===== config.mk =====
export PLATFORM = sky130hd
export DESIGN_NAME = strided_tensor_address_generator
export DESIGN_NICKNAME = d
export VERILOG_FILES = /design/src/rtl/core/stag_pkg.sv /design/src/rtl/core/stag_cfg.sv /design/src/rtl/core/stag_front.sv /design/src/rtl/core/stag_mul.sv /design/src/rtl/core/stag_sum.sv /design/src/rtl/core/strided_tensor_address_generator.sv
export SDC_FILE = /design/constraint.sdc
export NUM_CORES = 2
export LEC_CHECK = 0
export ABC_CLOCK_PERIOD_IN_PS = 13030
export BUFFER_PORTS_ARGS = -buffer_cell sky130_fd_sc_hd__buf_2
export CAP_MARGIN = 40
export CORE_AREA = 10 10 360 362
export CTS_CLUSTER_DIAMETER = 50
export DETAILED_ROUTE_END_ITERATION = 8
export DIE_AREA = 0 0 370 372
export PLACE_DENSITY = 0.79
export REMOVE_ABC_BUFFERS = 1
export SYNTH_ARGS = -nofsm -noshare
export SYNTH_HDL_FRONTEND = slang
export SYNTH_HIERARCHICAL = 1
export SYNTH_SLANG_ARGS = --single-unit

===== constraint.sdc =====
create_clock -name clk -period 13.03 [get_ports clk]
set_input_delay 2.606 -clock clk [delete_from_list [all_inputs] [get_ports clk]]
set_output_delay 2.606 -clock clk [all_outputs]
set_load 0.02 [all_outputs]

===== src/rtl/core/stag_pkg.sv =====
// Shared types, widths and register codes for the strided tensor address generator.
// No dependencies; every other file in rtl/core imports this package.
package stag_pkg;

    localparam int MAX_DIMS    = 4;
    localparam int EXTENT_BITS = 16;
    localparam int OFFSET_BITS = 32;

    // Dimensions that have extent and stride registers behind them.
    localparam int NDIM_REGS   = 4;
    localparam int COORD_W     = 16;
    localparam int STRIDE_W    = 24;
    localparam int BASE_W      = 32;
    localparam int CFG_W       = 32;
    localparam int CFG_IDX_W   = 3;
    localparam int PROD_W      = COORD_W + STRIDE_W;
    localparam int SUM_W       = ((BASE_W > PROD_W) ? BASE_W : PROD_W) + $clog2(MAX_DIMS + 1);

    localparam logic [COORD_W-1:0] EXT_MASK = COORD_W'((64'd1 << EXTENT_BITS) - 64'd1);

    // Configuration register indexes.
    localparam logic [CFG_IDX_W-1:0] CFG_EXT_OUTER = 3'd0;
    localparam logic [CFG_IDX_W-1:0] CFG_EXT_INNER = 3'd1;
    localparam logic [CFG_IDX_W-1:0] CFG_STRIDE0   = 3'd2;
    localparam logic [CFG_IDX_W-1:0] CFG_STRIDE1   = 3'd3;
    localparam logic [CFG_IDX_W-1:0] CFG_STRIDE2   = 3'd4;
    localparam logic [CFG_IDX_W-1:0] CFG_STRIDE3   = 3'd5;
    localparam logic [CFG_IDX_W-1:0] CFG_BASE      = 3'd6;

    typedef enum logic [1:0] {
        OP_STEP    = 2'd0,
        OP_RESTART = 2'd1,
        OP_DIRECT  = 2'd2
    } op_t;

    typedef enum logic [1:0] {
        ST_OK       = 2'd0,
        ST_RANGE    = 2'd1,
        ST_OVERFLOW = 2'd2
    } status_t;

    typedef logic [COORD_W-1:0]  coord_t;
    typedef logic [STRIDE_W-1:0] stride_t;
    typedef logic [PROD_W-1:0]   prod_t;

    typedef coord_t [MAX_DIMS-1:0] coord_vec_t;
    typedef prod_t  [MAX_DIMS-1:0] prod_vec_t;

    // Decoded view configuration: extents already masked, zero turned into one.
    typedef struct packed {
        coord_t  [MAX_DIMS-1:0] extent;
        stride_t [MAX_DIMS-1:0] stride;
        logic    [BASE_W-1:0]   base;
    } cfg_t;

    // Request control that travels alongside the coordinates.
    typedef struct packed {
        op_t  op;
        logic range_err;
        logic last;
    } req_ctl_t;

endpackage


===== src/rtl/core/stag_cfg.sv =====
// Configuration register bank of the strided tensor address generator.
// Depends on stag_pkg for register codes and the decoded configuration struct.
module stag_cfg (
    input  logic                            clk,
    input  logic                            rst_n,
    input  logic                            cfg_valid,
    output logic                            cfg_ready,
    input  logic [stag_pkg::CFG_IDX_W-1:0]  cfg_index,
    input  logic [stag_pkg::CFG_W-1:0]      cfg_data,
    output stag_pkg::cfg_t                  cfg
);
    import stag_pkg::*;

    logic [CFG_W-1:0]  ext_outer_reg;
    logic [CFG_W-1:0]  ext_inner_reg;
    stride_t           stride_reg [NDIM_REGS];
    logic [BASE_W-1:0] base_reg;
    coord_t            raw_ext [NDIM_REGS];
    logic              wr_en;

    assign cfg_ready = 1'b1;
    assign wr_en     = cfg_valid && cfg_ready;

    always_ff @(posedge clk or negedge rst_n)
    begin
        if (!rst_n)
        begin
            ext_outer_reg <= 32'h0001_0001;
            ext_inner_reg <= 32'h0001_0001;
            stride_reg[0] <= '0;
            stride_reg[1] <= '0;
            stride_reg[2] <= '0;
            stride_reg[3] <= STRIDE_W'(1);
            base_reg      <= '0;
        end
        else if (wr_en)
        begin
            case (cfg_index)
                CFG_EXT_OUTER: ext_outer_reg <= cfg_data;
                CFG_EXT_INNER: ext_inner_reg <= cfg_data;
                CFG_STRIDE0:   stride_reg[0] <= cfg_data[STRIDE_W-1:0];
                CFG_STRIDE1:   stride_reg[1] <= cfg_data[STRIDE_W-1:0];
                CFG_STRIDE2:   stride_reg[2] <= cfg_data[STRIDE_W-1:0];
                CFG_STRIDE3:   stride_reg[3] <= cfg_data[STRIDE_W-1:0];
                CFG_BASE:      base_reg      <= cfg_data[BASE_W-1:0];
                default:       ;
            endcase
        end
    end

    // Masked extents; a zero extent behaves as one. Dimensions without
    // registers have extent one and stride zero.
    always_comb
    begin
        raw_ext[0] = ext_outer_reg[31:16] & EXT_MASK;
        raw_ext[1] = ext_outer_reg[15:0]  & EXT_MASK;
        raw_ext[2] = ext_inner_reg[31:16] & EXT_MASK;
        raw_ext[3] = ext_inner_reg[15:0]  & EXT_MASK;
        cfg.base   = base_reg;
        for (int d = 0; d < MAX_DIMS; d++)
        begin
            if (d < NDIM_REGS)
            begin
                cfg.extent[d] = (raw_ext[d] == '0) ? COORD_W'(1) : raw_ext[d];
                cfg.stride[d] = stride_reg[d];
            end
            else
            begin
                cfg.extent[d] = COORD_W'(1);
                cfg.stride[d] = '0;
            end
        end
    end

endmodule


===== src/rtl/core/stag_front.sv =====
// Request stage: walk odometer, coordinate selection and extent check.
// Depends on stag_pkg; feeds stag_mul through a registered stage.
module stag_front (
    input  logic                 clk,
    input  logic                 rst_n,
    input  stag_pkg::cfg_t       cfg,
    input  logic                 s_tvalid,
    output logic                 s_tready,
    input  logic [63:0]          s_tdata,
    input  logic [1:0]           s_tuser,
    output logic                 out_valid,
    input  logic                 out_ready,
    output stag_pkg::coord_vec_t out_coord,
    output stag_pkg::req_ctl_t   out_ctl
);
    import stag_pkg::*;

    logic       valid_reg;
    coord_vec_t walk_reg;
    coord_vec_t walk_next;
    coord_vec_t coord_reg;
    coord_vec_t coord_next;
    req_ctl_t   ctl_reg;
    req_ctl_t   ctl_next;
    op_t        op_in;
    logic       accept;
    logic       carry;
    logic       err;
    logic [COORD_W:0] inc;

    assign op_in     = op_t'(s_tuser);
    assign s_tready  = !valid_reg || out_ready;
    assign accept    = s_tvalid && s_tready;
    assign out_valid = valid_reg;
    assign out_coord = coord_reg;
    assign out_ctl   = ctl_reg;

    // Odometer: last dimension fastest, each coordinate wraps at its extent.
    // A stale coordinate at or above its extent wraps to zero on its turn.
    always_comb
    begin
        carry = 1'b1;
        for (int d = MAX_DIMS - 1; d >= 0; d--)
        begin
            inc = {1'b0, walk_reg[d]} + (COORD_W + 1)'(1);
            if (carry)
            begin
                if (inc >= {1'b0, cfg.extent[d]})
                begin
                    walk_next[d] = '0;
                end
                else
                begin
                    walk_next[d] = inc[COORD_W-1:0];
                    carry        = 1'b0;
                end
            end
            else
            begin
                walk_next[d] = walk_reg[d];
            end
        end
    end

    always_comb
    begin
        case (op_in)
            OP_STEP:
            begin
                coord_next = walk_reg;
            end
            OP_DIRECT:
            begin
                for (int d = 0; d < MAX_DIMS; d++)
                begin
                    coord_next[d] = (d < NDIM_REGS) ? s_tdata[COORD_W*(d % NDIM_REGS) +: COORD_W]
                                                    : '0;
                end
            end
            default:
            begin
                coord_next = '0;
            end
        endcase

        err = 1'b0;
        for (int d = 0; d < MAX_DIMS; d++)
        begin
            err = err | (coord_next[d] >= cfg.extent[d]);
        end

        ctl_next.op        = op_in;
        ctl_next.range_err = err;
        ctl_next.last      = (op_in == OP_STEP) && carry;
    end

    always_ff @(posedge clk or negedge rst_n)
    begin
        if (!rst_n)
        begin
            valid_reg <= 1'b0;
            walk_reg  <= '0;
        end
        else
        begin
            if (s_tready)
            begin
                valid_reg <= s_tvalid;
            end
            if (accept)
            begin
                case (op_in)
                    OP_STEP:    walk_reg <= walk_next;
                    OP_RESTART: walk_reg <= '0;
                    default:    ;
                endcase
            end
        end
    end

    always_ff @(posedge clk)
    begin
        if (accept)
        begin
            coord_reg <= coord_next;
            ctl_reg   <= ctl_next;
        end
    end

endmodule


===== src/rtl/core/stag_mul.sv =====
// Product stage: one coordinate-times-stride multiplier per dimension.
// Depends on stag_pkg; sits between stag_front and stag_sum.
module stag_mul (
    input  logic                 clk,
    input  logic                 rst_n,
    input  stag_pkg::cfg_t       cfg,
    input  logic                 in_valid,
    output logic                 in_ready,
    input  stag_pkg::coord_vec_t in_coord,
    input  stag_pkg::req_ctl_t   in_ctl,
    output logic                 out_valid,
    input  logic                 out_ready,
    output stag_pkg::prod_vec_t  out_prod,
    output stag_pkg::req_ctl_t   out_ctl
);
    import stag_pkg::*;

    logic      valid_reg;
    prod_vec_t prod_reg;
    prod_vec_t prod_next;
    req_ctl_t  ctl_reg;
    logic      load;

    assign in_ready  = !valid_reg || out_ready;
    assign load      = in_valid && in_ready;
    assign out_valid = valid_reg;
    assign out_prod  = prod_reg;
    assign out_ctl   = ctl_reg;

    always_comb
    begin
        for (int d = 0; d < MAX_DIMS; d++)
        begin
            prod_next[d] = PROD_W'(in_coord[d]) * PROD_W'(cfg.stride[d]);
        end
    end

    always_ff @(posedge clk or negedge rst_n)
    begin
        if (!rst_n)
        begin
            valid_reg <= 1'b0;
        end
        else if (in_ready)
        begin
            valid_reg <= in_valid;
        end
    end

    always_ff @(posedge clk)
    begin
        if (load)
        begin
            prod_reg <= prod_next;
            ctl_reg  <= in_ctl;
        end
    end

endmodule


===== src/rtl/core/stag_sum.sv =====
// Result stage: base plus products, overflow check and the output register.
// Depends on stag_pkg; drives the master-side stream of the top level.
module stag_sum (
    input  logic                         clk,
    input  logic                         rst_n,
    input  stag_pkg::cfg_t               cfg,
    input  logic                         in_valid,
    output logic                         in_ready,
    input  stag_pkg::prod_vec_t          in_prod,
    input  stag_pkg::req_ctl_t           in_ctl,
    output logic                         m_tvalid,
    input  logic                         m_tready,
    output logic [stag_pkg::OFFSET_BITS-1:0] m_tdata,
    output logic [1:0]                   m_tuser,
    output logic                         m_tlast
);
    import stag_pkg::*;

    logic                   valid_reg;
    logic [OFFSET_BITS-1:0] offset_reg;
    logic [OFFSET_BITS-1:0] offset_next;
    status_t                status_reg;
    status_t                status_next;
    logic                   last_reg;
    logic [SUM_W-1:0]       sum;
    logic                   ovf;
    logic                   load;

    assign in_ready = !valid_reg || m_tready;
    assign load     = in_valid && in_ready;

    always_comb
    begin
        sum = SUM_W'(cfg.base);
        for (int d = 0; d < MAX_DIMS; d++)
        begin
            sum = sum + SUM_W'(in_prod[d]);
        end
        ovf = (sum >> OFFSET_BITS) != '0;

        offset_next = '0;
        status_next = ST_OK;
        if ((in_ctl.op == OP_STEP) || (in_ctl.op == OP_DIRECT))
        begin
            if (in_ctl.range_err)
            begin
                status_next = ST_RANGE;
            end
            else if (ovf)
            begin
                status_next = ST_OVERFLOW;
            end
            else
            begin
                offset_next = OFFSET_BITS'(sum);
            end
        end
    end

    always_ff @(posedge clk or negedge rst_n)
    begin
        if (!rst_n)
        begin
            valid_reg <= 1'b0;
        end
        else if (in_ready)
        begin
            valid_reg <= in_valid;
        end
    end

    always_ff @(posedge clk)
    begin
        if (load)
        begin
            offset_reg <= offset_next;
            status_reg <= status_next;
            last_reg   <= in_ctl.last;
        end
    end

    assign m_tvalid = valid_reg;
    assign m_tdata  = offset_reg;
    assign m_tuser  = status_reg;
    assign m_tlast  = last_reg;

endmodule


===== src/rtl/core/strided_tensor_address_generator.sv =====
// Four-dimensional strided address generator, top level.
// Throughput: one request per cycle while the master side accepts results, set by
// the three-stage request/multiply/sum pipeline.
// Reset: rst_n clears the walk to the origin, empties the pipeline and loads the
// register defaults (extents one, strides 0/0/0/1, base zero).
// Depends on stag_pkg, stag_cfg, stag_front, stag_mul and stag_sum.
module strided_tensor_address_generator (
    input  logic                             clk,
    input  logic                             rst_n,
    // Configuration write channel.
    input  logic                             cfg_valid,
    output logic                             cfg_ready,
    input  logic [stag_pkg::CFG_IDX_W-1:0]   cfg_index,
    input  logic [stag_pkg::CFG_W-1:0]       cfg_data,
    // Request stream.
    input  logic                             s_tvalid,
    output logic                             s_tready,
    input  logic [63:0]                      s_tdata,  // coord_a[15:0], coord_b[31:16],
                                                       // coord_c[47:32], coord_d[63:48]
    input  logic [1:0]                       s_tuser,  // opcode[1:0]
    // Result stream.
    output logic                             m_tvalid,
    input  logic                             m_tready,
    output logic [stag_pkg::OFFSET_BITS-1:0] m_tdata,  // offset[31:0]
    output logic [1:0]                       m_tuser,  // status[1:0]
    output logic                             m_tlast   // last_of_walk
);
    import stag_pkg::*;

    cfg_t       cfg;
    logic       a_valid;
    logic       a_ready;
    coord_vec_t a_coord;
    req_ctl_t   a_ctl;
    logic       b_valid;
    logic       b_ready;
    prod_vec_t  b_prod;
    req_ctl_t   b_ctl;

    // Register bank. Writes are expected only while no request is in flight,
    // so the pipeline reads the decoded values directly.
    stag_cfg u_cfg (
        .clk       (clk),
        .rst_n     (rst_n),
        .cfg_valid (cfg_valid),
        .cfg_ready (cfg_ready),
        .cfg_index (cfg_index),
        .cfg_data  (cfg_data),
        .cfg       (cfg)
    );

    // Stage one: the walk odometer advances at the moment a step is accepted,
    // so consecutive steps see consecutive coordinates with no bubble.
    stag_front u_front (
        .clk       (clk),
        .rst_n     (rst_n),
        .cfg       (cfg),
        .s_tvalid  (s_tvalid),
        .s_tready  (s_tready),
        .s_tdata   (s_tdata),
        .s_tuser   (s_tuser),
        .out_valid (a_valid),
        .out_ready (a_ready),
        .out_coord (a_coord),
        .out_ctl   (a_ctl)
    );

    // Stage two: four independent 16x24 multiplies.
    stag_mul u_mul (
        .clk       (clk),
        .rst_n     (rst_n),
        .cfg       (cfg),
        .in_valid  (a_valid),
        .in_ready  (a_ready),
        .in_coord  (a_coord),
        .in_ctl    (a_ctl),
        .out_valid (b_valid),
        .out_ready (b_ready),
        .out_prod  (b_prod),
        .out_ctl   (b_ctl)
    );

    // Stage three: the sum against the offset width, then the output register.
    // Each stage accepts whenever it is empty or its content moves on, so a
    // held result does not stop earlier stages from filling.
    stag_sum u_sum (
        .clk      (clk),
        .rst_n    (rst_n),
        .cfg      (cfg),
        .in_valid (b_valid),
        .in_ready (b_ready),
        .in_prod  (b_prod),
        .in_ctl   (b_ctl),
        .m_tvalid (m_tvalid),
        .m_tready (m_tready),
        .m_tdata  (m_tdata),
        .m_tuser  (m_tuser),
        .m_tlast  (m_tlast)
    );

endmodule


Yosys cells after proc, flatten, opt, wreduce, memory -nomap -nowiden
Cells that the tools add are included.
Widths: inputs -> output; s select.
- word-level logic and storage cells: 123
- input bits: 106
- output and inout port bits: 38
- bits in registers: 526
- $add $sub $neg: 8
- $mul: 4
- reductions and logical operators: 33
- eq/ne operators: 12
- mux-type cells: 22
- bitwise logic cells: 4
- magnitude comparators: 8
- operators by type and width (kind ; number):
    $pmux 64 s2 ; 2
    $mux 16 ; 11
    $mul 16x24->40 ; 4
    $add 43x40->43 ; 3
    $add 16x1->17 const B ; 4
    $ge 17x16->1 ; 4
    $ge 16x16->1 ; 4
    $logic_not 16->1 ; 4
    $reduce_bool 43->1 ; 1
    $add 32x40->41 ; 1
    $reduce_and 2->1 ; 8
    $eq 3x3->1 const B ; 3
    $reduce_and 3->1 ; 3
    $mux 1 ; 8
    $eq 3x2->1 const B ; 2
    $ne 2x1->1 const B ; 3
    $eq 2x2->1 const B ; 2
    $logic_and 1x1->1 ; 4
    $logic_not 2->1 ; 2
    $logic_or 1x1->1 ; 4
    $eq 3x1->1 const B ; 1
    $logic_not 1->1 ; 3
    $logic_not 3->1 ; 1
    $or 1x1->1 ; 3
    other kinds (6) ; 6

Logic depth before layout (Yosys ltp)
- depth in word-level cells: 8
- gate-level depth with buffers: 24
- gate-level depth less buffers: 22

By module
The synthesis kept the hierarchy.
- modules (own cells, without submodules) (module ; times used ; sequential area each (um2) ; area each (um2) ; cells an instance):
    stag_mul ; 1 ; 4949.7 ; 54354.6 ; 5919
    stag_front ; 1 ; 3668.5 ; 9645.5 ; 996
    stag_cfg ; 1 ; 4810.9 ; 7589.8 ; 497
    stag_sum ; 1 ; 1076.0 ; 7159.4 ; 833

Worst setup path after synthesis
OpenSTA, ideal clock, no wires.
- kind: input-to-reg
- start point: input port m_tready
- end point: register u_mul.ctl_reg (netlist bit u_mul/out_ctl[0]), enable pin
- stages on the path: 3
- required time: 12.487 ns
- slack: 5.890 ns
- arrival: 6.597 ns
- setup time: 0.543 ns
- path buffers: 0
- cells stage by stage: nand2b_1 > nand2b_1 > and2_1
- cells in the longest elaborated chain, start to end: 3
- ends and longest elaborated chain (element ; line ; RTL):
    start, declared ; strided_tensor_address_generator.sv:23 ; input logic m_tready,
    $logic_or 1x1->1 ; stag_sum.sv:29 ; assign in_ready = !valid_reg || m_tready;
    $logic_or 1x1->1 ; stag_mul.sv:24 ; assign in_ready = !valid_reg || out_ready;
    net a_ready ; strided_tensor_address_generator.sv:32 ; logic a_ready;
    $logic_and 1x1->1 ; stag_mul.sv:25 ; assign load = in_valid && in_ready;
    net u_mul.load ; stag_mul.sv:22 ; logic load;
    end signal, assigned ; stag_mul.sv:55 ; ctl_reg <= in_ctl;
    end, declared ; stag_mul.sv:21 ; req_ctl_t ctl_reg;
The timed path passes the listed nets, and every way through them passes these cells.
A chain may end at the register's enable or synchronous reset.

==> out/results.ini <==
[clock_tree]
clkSlewWorstSetupHoldPaths_ns=0.06
htreeDepth=3
clk_path_buf_depth=3
cts_setup_buffers=0
ctsResizeCount=0
cts_tree=done
cts_made_buffers=71
root_buffer=clkbuf_16
ctsHoldBuffers=0
clk_latency_ns=0.64
cts_sinks=524

[grt]
grt_pass1_vias=62700
antenna_found_initial=17
grt.total_usage_pct=33.5
grt_pass1_wl_mm=356
gr-total-overflow=0
grt_max_degree=82

[sta]
tightest_slew_ns=1.02
finalMaxSlewViolations=0
period_needed_ns=7.11
finalClockSkew_ns=0.0334
fmax_mhz=141
rsz0062_at_grt=no
hold_violations=0
setup_viol=0
fin_crit_sh_pct=54.6
slew_headroom_pct=32.3
setup_tns_ns=0

[floorplanning]
die-width_um=370
initial_core_util_pct=64.1
coreArea_um2=123000
num_rows=129
ios=144
fp.dieH_um=372
dieArea_um2=138000

[placement]
dp_cells=9703
gp_congestion=1.01
io_buffer_count=142
dp.final_hpwl_mm=179

[min_path]
whs_endpoint=u_mul/out_ctl[1]
whs_path_depth=0
worstHoldPathType=reg2reg
worstHoldStart=u_front/out_ctl[1]

[synth]
synth_cells=8243
syn_avg_cell_area_um2=9.55
synth_area_um2=78700
yosys_warnings=6

[job]
maxCapViolations=0

[finish]
drive_gt1_share_pct=7.37
mostFrequentLayoutCells=inv_1, fa_1, nand2_1, and2_1, ha_1
largest_register_ff_count=160
syn2layout_area_growth_pct=6.45
fin_nets=10200
final_util_pct=68.3
fin_cells=9866
layout_commonest_cell=inv_1

[drt]
vias_per_cell=6.00
vias=59200
drt_iter0_markers=5652
routedWlPerCell_um=23.1
drc=0
wirelength_mm=228
firstDrtPassIters=7
drtAntennaViolNets=0

[critical_path]
critPathRequiredTime_ns=13.38
worstPathArrival_ns=7.46
crit_type=reg2reg
critPathLaunchType=flop
r2r_cells=22
regToRegSetupSlack_ns=5.92
r2r_end=u_mul/out_prod[112]
worstReg2RegStart=u_front/out_coord[33]
end_kind=flop
worstPathMaxFanout=15
critical_path.startpoint=u_front/out_coord[33]

[run_status]
outcome=completed

==> metal layers <==
layer / global-route usage, % / wire length (um) / share of wire (%)
met3: 8.41 / 24400 / 11
met1: 43.2 / 86800 / 38
met2: 53.3 / 105000 / 46
met4: 15.7 / 12100 / 5.3
met5: 0 / 74 / 0.032
==> worst max-delay path by stage <==
stage | endpoint | slack, ns | cells past startpoint
finish | u_mul/out_prod[112] | 5.92 | 22
global route | u_mul/out_prod[112] | 5.70 | 22
CTS | u_mul/out_prod[112] | 6.06 | 22
detailed placement | u_mul/out_prod[112] | 6.14 | 22
global placement | u_mul/out_prod[112] | 6.14 | 21
floorplan | u_mul/out_ctl[0] | 5.91 | 3
==> per-stage QoR <==
step	hold slack [ns]	cell area, um2	worst slack (ns)
after floorplan	0.400	77100	5.91
after global placement	0.402	80100	6.14
after detailed placement	0.411	81200	6.14
after CTS	0.425	83600	6.06
after global routing	0.437	83700	5.70
final	0.426	83800	5.92
==> worst max-delay path: stages (launching register included) <==
cell,delay [ns]
edfxtp_1,0.72
buf_4,0.34
nand2_1,0.11
fa_1,0.56
inv_1,0.05
fa_1,0.53
inv_1,0.05
fa_1,0.50
inv_1,0.06
fa_1,0.47
fa_1,0.53
inv_1,0.05
fa_1,0.47
inv_1,0.04
ha_1,0.39
and3_1,0.22
and2_1,0.20
and4_1,0.21
o21ai_0,0.19
a31oi_1,0.52
a31oi_1,0.26
o21ai_0,0.25
xor2_1,0.11
==> layout make-up <==
class,count,area (um2)
tap,1637,2050
timing repair buffer,226,2130
clock inverter,44,474
inverter,1744,6550
fill,9307,38900
sequential,524,14400
clock buffer,88,1930
antenna,29,72.6
multi-input combinational,5574,56100
Power is left out: the tool's default activity adds up to more than one toggle a clock period on the data nets, which glitch-free logic cannot reach.
